<file path="config.mk">
export PLATFORM = sky130hd
export DESIGN_NAME = scheduled_pump_controller_unit_flat
export DESIGN_NICKNAME = d
export VERILOG_FILES = /design/src/hdl/spc_pkg.sv /design/src/hdl/spc_if.sv /design/src/hdl/scheduled_pump_controller_unit.sv /design/src/flat_wrapper.sv
export SDC_FILE = /design/constraint.sdc
export NUM_CORES = 1
export LEC_CHECK = 0
export BUFFER_PORTS_ARGS = -buffer_cell sky130_fd_sc_hd__buf_2
export CAP_MARGIN = 20
export CORE_AREA = 2 2 182 202
export CTS_CLUSTER_DIAMETER = 30
export DETAILED_ROUTE_END_ITERATION = 12
export DIE_AREA = 0 0 184 204
export GPL_ROUTABILITY_DRIVEN = 1
export HOLD_SLACK_MARGIN = 0.03
export PLACE_DENSITY_LB_ADDON = 0.08
export SLEW_MARGIN = 20
export SYNTH_ARGS = -nofsm -noshare
export SYNTH_HDL_FRONTEND = slang
export SYNTH_SLANG_ARGS = --single-unit
export TNS_END_PERCENT = 1
</file>
<file path="constraint.sdc">
create_clock -name clock -period 13.7 [get_ports clock]
set_input_delay 2.74 -clock clock [delete_from_list [all_inputs] [get_ports clock]]
set_output_delay 2.74 -clock clock [all_outputs]
set_load 0.1 [all_outputs]
</file>
<file path="src/hdl/spc_pkg.sv">
// spc_pkg: widths and constants of the scheduled pump controller.
// No dependencies; referenced by the channel interfaces and imported by the controller and the bench.
package spc_pkg;

   localparam int HOUR_W     = 5;
   localparam int MINUTE_W   = 6;
   localparam int START_W    = 11;
   localparam int RUN_W      = 8;
   localparam int DEFAULT_W  = 7;
   localparam int TIME_W     = 12;
   localparam int SEC_W      = 6;
   localparam int FULL_CNT_W = 3;
   localparam int EMPTY_CNT_W = 5;
   localparam int CSR_DATA_W = START_W;

   localparam logic [TIME_W-1:0]      MINUTES_PER_HOUR = 12'd60;
   localparam logic [SEC_W-1:0]       LAST_SECOND      = 6'd59;
   localparam logic [FULL_CNT_W-1:0]  FULL_HOLD        = 3'd5;
   localparam logic [EMPTY_CNT_W-1:0] EMPTY_HOLD       = 5'd20;
   localparam logic [DEFAULT_W-1:0]   DEFAULT_RESET    = 7'd30;

endpackage

</file>
<file path="src/hdl/spc_if.sv">
// spc_req_if and spc_rsp_if: valid/ready channels of the pump controller.
// Depends on spc_pkg for the field widths.
interface spc_req_if;
   logic                          valid;
   logic                          ready;
   logic [spc_pkg::HOUR_W-1:0]    hour_of_day;
   logic [spc_pkg::MINUTE_W-1:0]  minute_of_hour;
   logic                          offline;
   logic                          full_sensor_active;
   logic                          empty_sensor_active;
   logic                          button_down;

   modport source (output valid, hour_of_day, minute_of_hour, offline,
                   full_sensor_active, empty_sensor_active, button_down,
                   input ready);
   modport sink (input valid, hour_of_day, minute_of_hour, offline,
                 full_sensor_active, empty_sensor_active, button_down,
                 output ready);
endinterface

interface spc_rsp_if;
   logic                        valid;
   logic                        ready;
   logic                        motor_on;
   logic [spc_pkg::RUN_W-1:0]   shown_minutes;
   logic [spc_pkg::SEC_W-1:0]   shown_seconds;
   logic                        log_valid;
   logic [spc_pkg::RUN_W-1:0]   log_minutes;

   modport source (output valid, motor_on, shown_minutes, shown_seconds,
                   log_valid, log_minutes, input ready);
   modport sink (input valid, motor_on, shown_minutes, shown_seconds,
                 log_valid, log_minutes, output ready);
endinterface

</file>
<file path="src/hdl/scheduled_pump_controller_unit.sv">
// scheduled_pump_controller_unit: tank pump controller stepped once per tick.
// Depends on spc_pkg and on spc_req_if / spc_rsp_if.
//
// Usage:
//   req_chan carries one tick request: time of day, offline flag, the two tank
//   sensors and the button level. rsp_chan returns one result per request:
//   motor drive, countdown shown before the decrement, and the run log.
//   csr_write/csr_index/csr_data write the window and default-length
//   registers; write them only while no request is in flight.
// Timing:
//   a request is registered on acceptance and its result is computed from the
//   request register straight into the result register. One request is taken
//   every cycle while rsp_chan is not stalled, set by the single pass of the
//   window match and countdown logic between the request and result registers.
// Reset:
//   synchronous; pump stopped, countdown at the default length, all windows
//   cleared, default length 30 minutes, both channels empty.
// Stall:
//   while rsp_chan is stalled the result holds; one more request is taken
//   into the request register, then req_chan.ready drops.
module scheduled_pump_controller_unit #(
   parameter int WINDOWS = 3
) (
   input  logic                               clock,
   input  logic                               reset,
   spc_req_if.sink                            req_chan,
   spc_rsp_if.source                          rsp_chan,
   input  logic                               csr_write,
   input  logic [$clog2(2*WINDOWS+1)-1:0]     csr_index,
   input  logic [spc_pkg::CSR_DATA_W-1:0]     csr_data
);
   import spc_pkg::*;

   localparam int IW = $clog2(2*WINDOWS+1);

   // configuration
   logic [START_W-1:0]   start_ff [WINDOWS];
   logic [RUN_W-1:0]     run_ff [WINDOWS];
   logic [DEFAULT_W-1:0] default_ff;

   // request register
   logic                 s1_valid_ff;
   logic [HOUR_W-1:0]    hour_ff;
   logic [MINUTE_W-1:0]  minute_ff;
   logic                 offline_ff;
   logic                 full_ff;
   logic                 empty_ff;
   logic                 button_ff;

   // pump state
   logic                    running_ff, running_in;
   logic [RUN_W-1:0]        cd_min_ff, cd_min_in;
   logic [SEC_W-1:0]        cd_sec_ff, cd_sec_in;
   logic [WINDOWS-1:0]      active_ff, active_in;
   logic [WINDOWS-1:0]      done_ff, done_in;
   logic [FULL_CNT_W-1:0]   full_cnt_ff, full_cnt_in;
   logic [EMPTY_CNT_W-1:0]  empty_cnt_ff, empty_cnt_in;
   logic                    button_last_ff;

   // result register
   logic                 rsp_valid_ff;
   logic                 motor_ff, motor_in;
   logic [RUN_W-1:0]     shown_min_ff, shown_min_in;
   logic [SEC_W-1:0]     shown_sec_ff, shown_sec_in;
   logic                 log_valid_ff, log_valid_in;
   logic [RUN_W-1:0]     log_min_ff, log_min_in;

   logic                 advance;
   logic [TIME_W-1:0]    now;
   logic [TIME_W-1:0]    win_end [WINDOWS];
   logic [WINDOWS-1:0]   in_window;
   logic [WINDOWS-1:0]   matched;
   logic                 matched_any;
   logic [RUN_W-1:0]     matched_left;
   logic [RUN_W-1:0]     active_run;
   logic                 press;
   logic                 stop;
   logic [FULL_CNT_W-1:0] full_inc;

   assign advance        = s1_valid_ff && (!rsp_valid_ff || rsp_chan.ready);
   assign req_chan.ready = !s1_valid_ff || advance;

   assign rsp_chan.valid         = rsp_valid_ff;
   assign rsp_chan.motor_on      = motor_ff;
   assign rsp_chan.shown_minutes = shown_min_ff;
   assign rsp_chan.shown_seconds = shown_sec_ff;
   assign rsp_chan.log_valid     = log_valid_ff;
   assign rsp_chan.log_minutes   = log_min_ff;

   // window match: first window holding the current minute wins
   always_comb begin
      now = TIME_W'(hour_ff) * MINUTES_PER_HOUR + TIME_W'(minute_ff);
      matched      = '0;
      matched_any  = 1'b0;
      matched_left = '0;
      for (int w = 0; w < WINDOWS; w++) begin
         win_end[w]   = TIME_W'(start_ff[w]) + TIME_W'(run_ff[w]);
         in_window[w] = (now >= TIME_W'(start_ff[w])) && (now < win_end[w]);
         if (in_window[w] && !matched_any && !offline_ff) begin
            matched[w]   = 1'b1;
            matched_any  = 1'b1;
            matched_left = RUN_W'(win_end[w] - now);
         end
      end
   end

   // one tick of the pump state
   always_comb begin
      press        = button_ff && !button_last_ff;
      running_in   = running_ff;
      cd_min_in    = cd_min_ff;
      cd_sec_in    = cd_sec_ff;
      active_in    = active_ff;
      done_in      = done_ff & in_window;
      full_cnt_in  = full_cnt_ff;
      empty_cnt_in = empty_cnt_ff;
      shown_min_in = '0;
      shown_sec_in = '0;
      log_valid_in = 1'b0;
      log_min_in   = '0;
      active_run   = '0;
      stop         = 1'b0;
      full_inc     = full_cnt_ff + 1'b1;

      if (press) begin
         if (!running_ff) begin
            running_in = 1'b1;
            cd_min_in  = RUN_W'(default_ff);
            cd_sec_in  = '0;
            active_in  = '0;
         end else if (active_ff == '0) begin
            running_in = 1'b0;
            cd_min_in  = RUN_W'(default_ff);
            cd_sec_in  = '0;
         end
      end

      if (!offline_ff && !running_in && matched_any && ((done_in & matched) == '0)) begin
         running_in = 1'b1;
         cd_min_in  = matched_left;
         cd_sec_in  = '0;
         active_in  = matched;
         done_in    = done_in | matched;
      end

      if (running_in) begin
         shown_min_in = cd_min_in;
         shown_sec_in = cd_sec_in;
         if (cd_sec_in != '0) begin
            cd_sec_in = cd_sec_in - 1'b1;
         end else if (cd_min_in != '0) begin
            cd_min_in = cd_min_in - 1'b1;
            cd_sec_in = LAST_SECOND;
         end
         if (full_ff) begin
            if (full_inc >= FULL_HOLD) begin
               full_cnt_in = '0;
               stop        = 1'b1;
            end else begin
               full_cnt_in = full_inc;
            end
         end else begin
            full_cnt_in = '0;
         end
         if (cd_min_in == '0 && cd_sec_in == '0) begin
            stop = 1'b1;
         end
         if (stop) begin
            running_in = 1'b0;
            cd_min_in  = RUN_W'(default_ff);
            cd_sec_in  = '0;
            done_in    = done_in | active_in;
            // length of the window that owns the run, even one started this tick
            for (int w = 0; w < WINDOWS; w++) begin
               if (active_in[w]) begin
                  active_run = active_run | run_ff[w];
               end
            end
            if (!offline_ff) begin
               log_valid_in = 1'b1;
               log_min_in   = (active_in != '0) ? active_run : RUN_W'(default_ff);
            end
         end
      end

      // low tank held long enough starts a default run
      if (empty_ff) begin
         if (empty_cnt_ff < EMPTY_HOLD) begin
            empty_cnt_in = empty_cnt_ff + 1'b1;
         end
         if (empty_cnt_in >= EMPTY_HOLD && !running_in) begin
            running_in = 1'b1;
            cd_min_in  = RUN_W'(default_ff);
            cd_sec_in  = '0;
            active_in  = '0;
         end
      end else begin
         empty_cnt_in = '0;
      end

      motor_in = running_in;
   end

   // control state and configuration
   always_ff @(posedge clock) begin
      if (reset) begin
         s1_valid_ff    <= 1'b0;
         rsp_valid_ff   <= 1'b0;
         running_ff     <= 1'b0;
         cd_min_ff      <= RUN_W'(DEFAULT_RESET);
         cd_sec_ff      <= '0;
         active_ff      <= '0;
         done_ff        <= '0;
         full_cnt_ff    <= '0;
         empty_cnt_ff   <= '0;
         button_last_ff <= 1'b0;
         default_ff     <= DEFAULT_RESET;
         for (int w = 0; w < WINDOWS; w++) begin
            start_ff[w] <= '0;
            run_ff[w]   <= '0;
         end
      end else begin
         if (req_chan.ready) begin
            s1_valid_ff <= req_chan.valid;
         end
         if (advance) begin
            rsp_valid_ff   <= 1'b1;
            running_ff     <= running_in;
            cd_min_ff      <= cd_min_in;
            cd_sec_ff      <= cd_sec_in;
            active_ff      <= active_in;
            done_ff        <= done_in;
            full_cnt_ff    <= full_cnt_in;
            empty_cnt_ff   <= empty_cnt_in;
            button_last_ff <= button_ff;
         end else if (rsp_chan.ready) begin
            rsp_valid_ff <= 1'b0;
         end
         if (csr_write) begin
            for (int w = 0; w < WINDOWS; w++) begin
               if (csr_index == IW'(2*w)) begin
                  start_ff[w] <= csr_data[START_W-1:0];
               end
               if (csr_index == IW'(2*w+1)) begin
                  run_ff[w] <= csr_data[RUN_W-1:0];
               end
            end
            if (csr_index == IW'(2*WINDOWS)) begin
               default_ff <= csr_data[DEFAULT_W-1:0];
            end
         end
      end
   end

   // payload registers
   always_ff @(posedge clock) begin
      if (req_chan.ready && req_chan.valid) begin
         hour_ff   <= req_chan.hour_of_day;
         minute_ff <= req_chan.minute_of_hour;
         offline_ff <= req_chan.offline;
         full_ff   <= req_chan.full_sensor_active;
         empty_ff  <= req_chan.empty_sensor_active;
         button_ff <= req_chan.button_down;
      end
      if (advance) begin
         motor_ff     <= motor_in;
         shown_min_ff <= shown_min_in;
         shown_sec_ff <= shown_sec_in;
         log_valid_ff <= log_valid_in;
         log_min_ff   <= log_min_in;
      end
   end

   a_sec_range: assert property (@(posedge clock) disable iff (reset)
      cd_sec_ff <= LAST_SECOND)
      else $error("countdown seconds out of range");

   a_active_onehot: assert property (@(posedge clock) disable iff (reset)
      $onehot0(active_ff))
      else $error("more than one active window");

   a_full_range: assert property (@(posedge clock) disable iff (reset)
      full_cnt_ff < FULL_HOLD)
      else $error("full counter passed its hold");

   a_empty_range: assert property (@(posedge clock) disable iff (reset)
      empty_cnt_ff <= EMPTY_HOLD)
      else $error("empty counter passed its hold");

   a_rsp_kept: assert property (@(posedge clock) disable iff (reset)
      rsp_valid_ff && !rsp_chan.ready |=> rsp_valid_ff)
      else $error("stalled result dropped");

endmodule

</file>
<file path="src/flat_wrapper.sv">
// flat-port wrapper written by rule: the top's interface ports become plain ports
module scheduled_pump_controller_unit_flat import spc_pkg::*;
#(
   parameter int WINDOWS = 3
)
  (clock, reset, csr_write, csr_index, csr_data, req_chan_valid, req_chan_hour_of_day, req_chan_minute_of_hour, req_chan_offline, req_chan_full_sensor_active, req_chan_empty_sensor_active, req_chan_button_down, req_chan_ready, rsp_chan_valid, rsp_chan_motor_on, rsp_chan_shown_minutes, rsp_chan_shown_seconds, rsp_chan_log_valid, rsp_chan_log_minutes, rsp_chan_ready);
  spc_req_if req_chan_i ();
  spc_rsp_if rsp_chan_i ();
  input  logic clock;
  input  logic reset;
  input  logic csr_write;
  input  logic [$clog2(2*WINDOWS+1)-1:0] csr_index;
  input  logic [spc_pkg::CSR_DATA_W-1:0] csr_data;
  input wire logic [$bits(req_chan_i.valid)-1:0] req_chan_valid;
  input wire logic [$bits(req_chan_i.hour_of_day)-1:0] req_chan_hour_of_day;
  input wire logic [$bits(req_chan_i.minute_of_hour)-1:0] req_chan_minute_of_hour;
  input wire logic [$bits(req_chan_i.offline)-1:0] req_chan_offline;
  input wire logic [$bits(req_chan_i.full_sensor_active)-1:0] req_chan_full_sensor_active;
  input wire logic [$bits(req_chan_i.empty_sensor_active)-1:0] req_chan_empty_sensor_active;
  input wire logic [$bits(req_chan_i.button_down)-1:0] req_chan_button_down;
  output wire logic [$bits(req_chan_i.ready)-1:0] req_chan_ready;
  output wire logic [$bits(rsp_chan_i.valid)-1:0] rsp_chan_valid;
  output wire logic [$bits(rsp_chan_i.motor_on)-1:0] rsp_chan_motor_on;
  output wire logic [$bits(rsp_chan_i.shown_minutes)-1:0] rsp_chan_shown_minutes;
  output wire logic [$bits(rsp_chan_i.shown_seconds)-1:0] rsp_chan_shown_seconds;
  output wire logic [$bits(rsp_chan_i.log_valid)-1:0] rsp_chan_log_valid;
  output wire logic [$bits(rsp_chan_i.log_minutes)-1:0] rsp_chan_log_minutes;
  input wire logic [$bits(rsp_chan_i.ready)-1:0] rsp_chan_ready;
  assign req_chan_i.valid = req_chan_valid;
  assign req_chan_i.hour_of_day = req_chan_hour_of_day;
  assign req_chan_i.minute_of_hour = req_chan_minute_of_hour;
  assign req_chan_i.offline = req_chan_offline;
  assign req_chan_i.full_sensor_active = req_chan_full_sensor_active;
  assign req_chan_i.empty_sensor_active = req_chan_empty_sensor_active;
  assign req_chan_i.button_down = req_chan_button_down;
  assign req_chan_ready = req_chan_i.ready;
  assign rsp_chan_valid = rsp_chan_i.valid;
  assign rsp_chan_motor_on = rsp_chan_i.motor_on;
  assign rsp_chan_shown_minutes = rsp_chan_i.shown_minutes;
  assign rsp_chan_shown_seconds = rsp_chan_i.shown_seconds;
  assign rsp_chan_log_valid = rsp_chan_i.log_valid;
  assign rsp_chan_log_minutes = rsp_chan_i.log_minutes;
  assign rsp_chan_i.ready = rsp_chan_ready;
  scheduled_pump_controller_unit #(.WINDOWS(WINDOWS)) u_core (.clock(clock), .reset(reset), .req_chan(req_chan_i), .rsp_chan(rsp_chan_i), .csr_write(csr_write), .csr_index(csr_index), .csr_data(csr_data));
endmodule
</file>
-- Yosys cells after proc, flatten, opt, wreduce, memory -nomap -nowiden
Memories as Yosys holds them, arrays and structs flattened.
Index checks and enable logic that the tools add are counted.
- multiply operators: 1
- equal/unequal tests: 6
- reductions and logical operators: 40
- muxes and demuxes: 98
- order comparisons: 9
- shifts and indexed selects: 0
- divide/modulo/power cells: 0
- bitwise gates (word level): 15
- add/sub/neg operators: 11
- operators with widths (cell ; count):
    2-to-1 mux 8 bit ; 24
    2-to-1 mux 6 bit ; 11
    2-to-1 mux 1 bit ; 46
    adder 11 x 8 -> 12 bit ; 3
    >= comparator 12 x 11 -> 1 bit ; 3
    < comparator 12 bit ; 3
    2-to-1 mux 11 bit ; 3
    2-to-1 mux 3 bit ; 10
    subtractor 8 bit ; 3
    logical AND 1 bit ; 16
    bitwise OR 8 bit ; 2
    2-to-1 mux 5 bit ; 3
    adder 11 x 6 -> 12 bit ; 1
    == test 3 bit (second input constant) ; 3
    logical NOT 3 bit ; 3
    multiplier 5 x 4 -> 9 bit (second input constant) ; 1
    logical NOT 1 bit ; 8
    logical NOT 8 bit ; 1
    nonzero test 8 bit ; 1
    subtractor 8 x 1 -> 8 bit (second input constant) ; 1
    2-to-1 mux 7 bit ; 1
    bitwise AND 3 bit ; 2
    == test 3 x 2 -> 1 bit (second input constant) ; 2
    logical NOT 6 bit ; 1
    17 further kinds ; 28
- output and inout port bits: 26
- RAM bits: 57
- bits in read-only memories: 0
- latch bits: 0
- flip-flop bits (word level): 78
- input bits: 34
- memories kept: 2
- logic and storage cells: 205
- memory list (memory ; words ; width ; read ports ; clocked after memory_dff ; write ports ; RTL line ; RTL):
    u_core.start_ff ; 3 ; 11 ; 3 ; 0 ; 3 ; scheduled_pump_controller_unit.sv:37 ; logic [START_W-1:0] start_ff [WINDOWS];
    u_core.run_ff ; 3 ; 8 ; 3 ; 0 ; 3 ; scheduled_pump_controller_unit.sv:38 ; logic [RUN_W-1:0] run_ff [WINDOWS];

-- Logic depth before layout (Yosys ltp)
- word-level depth: 35
- mapped depth: 36
- mapped depth without buffers: 33

-- Least setup slack after synthesis
OpenSTA, ideal clock, no wires.
- path type: register to register
- start: register u_core.hour_ff[0]
- end: register u_core.cd_sec_ff[3]
- period minus slack after synthesis: 8.075 ns
- arrival time: 7.957 ns
- stages on the path, launching flop included: 34
- library setup time: 0.117 ns
- data required time: 13.583 ns
- setup slack: 5.625 ns
- buffers on the path: 3
- cell sequence: edfxtp_1 > fa_1 > fa_1 > inv_1 > fa_1 > inv_1 > ha_1 > nand2_1 > o21a_1 > nor4b_1 > and4_4 > buf_6 > ha_1 > a22oi_1 > nand3_1 > o32ai_1 > o211ai_2 > o311a_4 > and2_4 > buf_6 > buf_6 > nor2_1 > nand2_1 > ha_1 > and2_1 > nand3_1 > a21oi_1 > a31oi_1 > or3_1 > o21ai_1 > or4_4 > a221oi_4 > nor3_2 > a32o_1
- word-level cells in the longest chain between the ends: 32
- elaborated cells between the ends (all ways): 60
- classes of those cells: add/sub: 6; mul: 1; order compare: 6; mux: 25; bitwise: 2; reduce/logical: 20
- RTL lines (element ; RTL line ; RTL):
    start, declared ; scheduled_pump_controller_unit.sv:43 ; logic [HOUR_W-1:0] hour_ff;
    start signal, assigned ; scheduled_pump_controller_unit.sv:258 ; hour_ff <= req_chan.hour_of_day;
    multiplier 5 x 4 -> 9 bit (*) ; scheduled_pump_controller_unit.sv:92 ; now = TIME_W'(hour_ff) * MINUTES_PER_HOUR + TIME_W'(minute_ff);
    adder 11 x 6 -> 12 bit (*) ; scheduled_pump_controller_unit.sv:92 ;
    >= comparator 12 x 11 -> 1 bit / < comparator 12 bit (equally long branches) ; scheduled_pump_controller_unit.sv:98 ; in_window[w] = (now >= TIME_W'(start_ff[w])) && (now < win_end[w]);
    logical AND 1 bit ; scheduled_pump_controller_unit.sv:98 ;
    logical AND 1 bit ; scheduled_pump_controller_unit.sv:99 ; if (in_window[w] && !matched_any && !offline_ff) begin
    2-to-1 mux 1 bit ; scheduled_pump_controller_unit.sv:99 ;
    logical NOT 1 bit ; scheduled_pump_controller_unit.sv:99 ;
    logical AND 1 bit (2 in series) ; scheduled_pump_controller_unit.sv:99 ;
    (+15 left out) ; -- ;
    2-to-1 mux 1 bit ; scheduled_pump_controller_unit.sv:165 ; if (cd_min_in == '0 && cd_sec_in == '0) begin
    2-to-1 mux 1 bit ; scheduled_pump_controller_unit.sv:146 ; if (running_in) begin
    2-to-1 mux 1 bit ; scheduled_pump_controller_unit.sv:168 ; if (stop) begin
    2-to-1 mux 1 bit ; scheduled_pump_controller_unit.sv:146 ;
    logical NOT 1 bit ; scheduled_pump_controller_unit.sv:191 ; if (empty_cnt_in >= EMPTY_HOLD && !running_in) begin
    logical AND 1 bit ; scheduled_pump_controller_unit.sv:191 ;
    2-to-1 mux 6 bit ; scheduled_pump_controller_unit.sv:191 ;
    2-to-1 mux 6 bit (*) ; scheduled_pump_controller_unit.sv:187 ; if (empty_ff) begin
    end signal, assigned ; scheduled_pump_controller_unit.sv:230 ; cd_sec_ff <= cd_sec_in;
    end, declared ; scheduled_pump_controller_unit.sv:53 ; logic [SEC_W-1:0] cd_sec_ff, cd_sec_in;
Every way passes the cells marked *; elsewhere a longest branch is shown, timed or not. The select of a mux whose other input is x is not followed.
A chain may end at the register's enable or synchronous reset.

-- Final worst setup path
- start: register u_core.hour_ff[0]
- end: register u_core.cd_min_ff[0]
- word-level cells in the longest chain between the ends: 32
- elaborated cells between the ends (all ways): 60
- classes of those cells: add/sub: 6; mul: 1; order compare: 6; mux: 25; bitwise: 2; reduce/logical: 20
- RTL lines (element ; RTL line ; RTL):
    multiplier 5 x 4 -> 9 bit (*) ; scheduled_pump_controller_unit.sv:92 ;
    adder 11 x 6 -> 12 bit (*) ; scheduled_pump_controller_unit.sv:92 ;
    >= comparator 12 x 11 -> 1 bit / < comparator 12 bit (equally long branches) ; scheduled_pump_controller_unit.sv:98 ;
    logical AND 1 bit ; scheduled_pump_controller_unit.sv:98 ;
    logical AND 1 bit ; scheduled_pump_controller_unit.sv:99 ;
    2-to-1 mux 1 bit ; scheduled_pump_controller_unit.sv:99 ;
    logical NOT 1 bit ; scheduled_pump_controller_unit.sv:99 ;
    logical AND 1 bit (2 in series) ; scheduled_pump_controller_unit.sv:99 ;
    (+15 left out) ; -- ;
    2-to-1 mux 1 bit ; scheduled_pump_controller_unit.sv:165 ;
    2-to-1 mux 1 bit ; scheduled_pump_controller_unit.sv:146 ;
    2-to-1 mux 1 bit ; scheduled_pump_controller_unit.sv:168 ;
    2-to-1 mux 1 bit ; scheduled_pump_controller_unit.sv:146 ;
    logical NOT 1 bit ; scheduled_pump_controller_unit.sv:191 ;
    logical AND 1 bit ; scheduled_pump_controller_unit.sv:191 ;
    2-to-1 mux 8 bit ; scheduled_pump_controller_unit.sv:191 ;
    2-to-1 mux 8 bit (*) ; scheduled_pump_controller_unit.sv:187 ;
    end signal, assigned ; scheduled_pump_controller_unit.sv:210 ; cd_min_ff <= RUN_W'(DEFAULT_RESET);
    end signal, assigned ; scheduled_pump_controller_unit.sv:229 ; cd_min_ff <= cd_min_in;
    end, declared ; scheduled_pump_controller_unit.sv:52 ; logic [RUN_W-1:0] cd_min_ff, cd_min_in;
Marks and branches as above.

==> results.md <==
* Most common cell after layout, fill and taps aside: ha_1
* CTS Hold Bufs at 0
* Largest net degree at the start of global routing at 47
* Post-route clock period utilization at 67.6%
* Routability cong. at between 0.8 and 0.9
* Outcome: finished, final reports clean
* R2R setup slack at 4.44 ns
* Seq cells post-synth at 135
* Slowest cell on crit path: or4_4
* Seq/Total Area, Yosys at 34.9%
* Mean Syn Cell Area at 9.59 um^2
* Die height at 204 um
* H-tree depth at 4
* DRC at 0
* Grt total ovfl at 0
* Startpoint Class: register
* Share of layout cells above drive strength 1 at a little over a tenth
* Met2 wire len at 15800 um
* TritonCTS clock tree: done
* # nets final at 1333
* Clk sinks at about 140
* Core footprint at 35600 um^2
* Setup violators final at 0
* Syn Inst Count at 1095
* All-Layer GR Usage at between 10% and 20%
* Inserted Clock Buffers at 17
* # fillers at between 3k and 4k
* Die Span X at 184 um
* Worst Path Required at 14.05 ns
* Initial DRC Count at 555
* CP endpoint kind: register
* Hold/Removal Path Class: reg2reg
* Buf+Inv Stages, Crit Path at 3
* DR top layer: met4
* Worst Path Arrival at about 9.6 ns
* Drt via density at 5.03
* Insertion delay to the later sink of the worst-skew pair at 0.44 ns
* Post-synth ARST share at 0%
* Slew of the pin with the lowest slew margin at 0.942 ns
* Crit-path max FO at 15
* Slew Viols, Final at 0
* Post-synth design cell area at between 10000 and 15000 um^2
* Setup Buffers After CTS at 0
* Final Hold Fails at 0
* Syn. warnings at 0
* Most common flop cell mapped by yosys: edfxtp_1
* Max cap viols at 0
* Leakage power at 4.96 nW
* Row cnt at 73
* Detailed Route WL at 31300 um
* DR vias at 8098
* Number of I/O pins at 60
* First-pass DRT Iterations at 5
* Worst Setup SP: u_core.hour_ff[0]
* Synth cell types at 90
* Area taken by flip-flops and latches at 3660 um^2
* Pwr Density at 180 nW/um^2
* Wl on met1 at between 10000 and 15000 um
* RSZ-0062 raised after global routing: false
* Final min period at slightly above 9 ns
* Path depth of the worst reg2reg path at 31
* Slew headroom at 37.2%
* Overall Power at 0.00214 W
* VDD IR max at between 0.09 and 0.1 mV
* Post-synth EDFFs at 96
* Kind of cell adding the most delay to the critical path: simple AND/OR/NAND/NOR gates
* Initial antenna violation count at 0
* Highest-count cells in the layout ignoring fill and taps: 137 x ha_1, 111 x inv_1, 96 x edfxtp_1
* Final Skew at 0.00979 ns
* Worst reg2reg endpoint: u_core.cd_min_ff[0]
* # placed instances at 1579
* Antenna Nets Post-Route at 0
* Slowest stage delay, CP at 0.58 ns
* Kind of critical path: reg2reg
* Levels on crit path at 31
* Total Die Area at about 38000 um^2
* # diodes at 0
* Post-DP HPWL at 25300 um
* Critical Path Sink: u_core.cd_min_ff[0]
* Area grow syn2layout at 13.0%
* Final instance area at around 12000 um^2
* CTS resizes at 0
* Post-Route Setup TNS at 0 ns
* Start of the worst register-to-register path: u_core.hour_ff[0]
* Vias in the first global route at 8077
* Finished Layout Cells at 1611
* Placed cell areas at 11200 um^2
* Metal3 WL at 794 um
* Wirelength per Cell at 19.4 um
* CTS root buf: clkbuf_16
* Number of I/O port buffers at 59
* Area of the multi-input gates at around 6300 um^2
* Clock-pin slew on the worst setup and hold paths at 0.06 ns
* Syn Nets at 1280
* Initial Util at ~29%
* Clk buf depth at 2
* First-pass GRT wire length at 48400 um
* Fmax at 0.108 GHz
## how the worst min path moves through the flow
| stage | from | endpoint | slack (ns) | cells after the start |
|---|---|---|---|---|
| after floorplan | u_core.cd_sec_ff[5] | u_core.cd_sec_ff[5] | 0.44 | 2 |
| after global placement | u_core.button_last_ff | u_core.button_last_ff | 0.45 | 2 |
| after detailed placement | u_core.button_last_ff | u_core.button_last_ff | 0.46 | 2 |
| after CTS | u_core.button_last_ff | u_core.button_last_ff | 0.47 | 2 |
| after global routing | u_core.button_last_ff | u_core.button_last_ff | 0.50 | 2 |
| final | u_core.button_last_ff | u_core.button_last_ff | 0.47 | 2 |
## state kept, by name, indices dropped and copies added, names as in the netlist
| register | cells |
|---|---|
| u_core.run_ff | 24 |
| u_core.default_ff | 7 |
| u_core.rsp_chan.log_valid | 1 |
| u_core.empty_ff | 1 |
| u_core.cd_min_ff | 8 |
| u_core.rsp_chan.log_minutes | 8 |
| u_core.active_ff | 3 |
| u_core.rsp_chan.motor_on | 1 |
| u_core.empty_cnt_ff | 5 |
| u_core.start_ff | 33 |
| u_core.rsp_chan.shown_seconds | 6 |
| u_core.minute_ff | 6 |
| u_core.full_ff | 1 |
| u_core.running_ff | 1 |
| u_core.done_ff | 3 |
| u_core.button_last_ff | 1 |
| u_core.rsp_chan.valid | 1 |
| u_core.hour_ff | 5 |
| u_core.rsp_chan.shown_minutes | 8 |
| u_core.offline_ff | 1 |
| u_core.s1_valid_ff | 1 |
| u_core.cd_sec_ff | 6 |
| u_core.button_ff | 1 |
| u_core.full_cnt_ff | 3 |
## power by group
| part | internal, W | switching, W | total [W] |
|---|---|---|---|
| Sequential | 0.000470 | 0.0000220 | 0.000492 |
| Clock | 0.000307 | 0.000192 | 0.000499 |
| Combinational | 0.000418 | 0.000729 | 0.00115 |
## routing by layer
metal	up-vias	GRT usage [%]
li1	4112	-
met1	3837	21.3
met2	117	30.8
met3	32	2.60
met4	0	5.83
met5	-	0
## worst min-delay path, stage by stage (launching register included)
cell and delay, ns:
dfxtp_1 0.32, nand2_1 0.05, a21oi_1 0.05
## through the flow
stage / hold slack (ns) / setup WS (ns) / utilization [%]
floorplan: 0.444 / 5.63 / -
global placement: 0.454 / 4.46 / 31.6
detailed placement: 0.464 / 4.41 / 31.6
CTS: 0.473 / 4.38 / 33.3
global route: 0.499 / 3.70 / 33.3
finish: 0.471 / 4.44 / 33.3
## cell type report
class | count | share of cell area, %
Clock buffer | 19 | 3.65
Inverter | 112 | 3.54
Timing Repair Buffer | 63 | 2.74
Clock inverter | 13 | 1.64
Tap cell | 450 | 4.74
Multi-Input combinational cell | 819 | 52.8
Sequential cell | 135 | 30.9
## cells by family (layout without fill, tap and decap cells)
logic type	count (synthesis)	count (layout)	share of synthesized area, %
and+or+nand+nor	308	308	15.0
AOI/OAI and AO/OA	285	285	19.2
adders and majority gates	151	151	19.0
buffers and inverters	141	207	5.45
DFF	135	135	34.9
xor gates and xnor gates	59	59	4.92
muxes	16	16	1.57
## synth_stat cells, drive strengths merged, types with 12 or more instances
library cell	count	area [um^2]
ha	137	1710
inv	111	417
edfxtp	96	2880
nor2	77	289
a21oi	75	375
nand2	73	274
o21ai	47	246
xnor2	41	359
dfxtp	39	781
and2	28	178
nor3	24	125
a21o	19	143
nand3	19	100
nor2b	18	113
xor2	18	158
o211ai	17	138
clkbuf	16	60.1
o21bai	16	120
a211oi	14	115
a31oi	14	87.6
fa	14	280
buf	13	91.3
mux2i	12	120
o21a	12	91.3
Note: power is estimated with default switching activity, not from simulation.
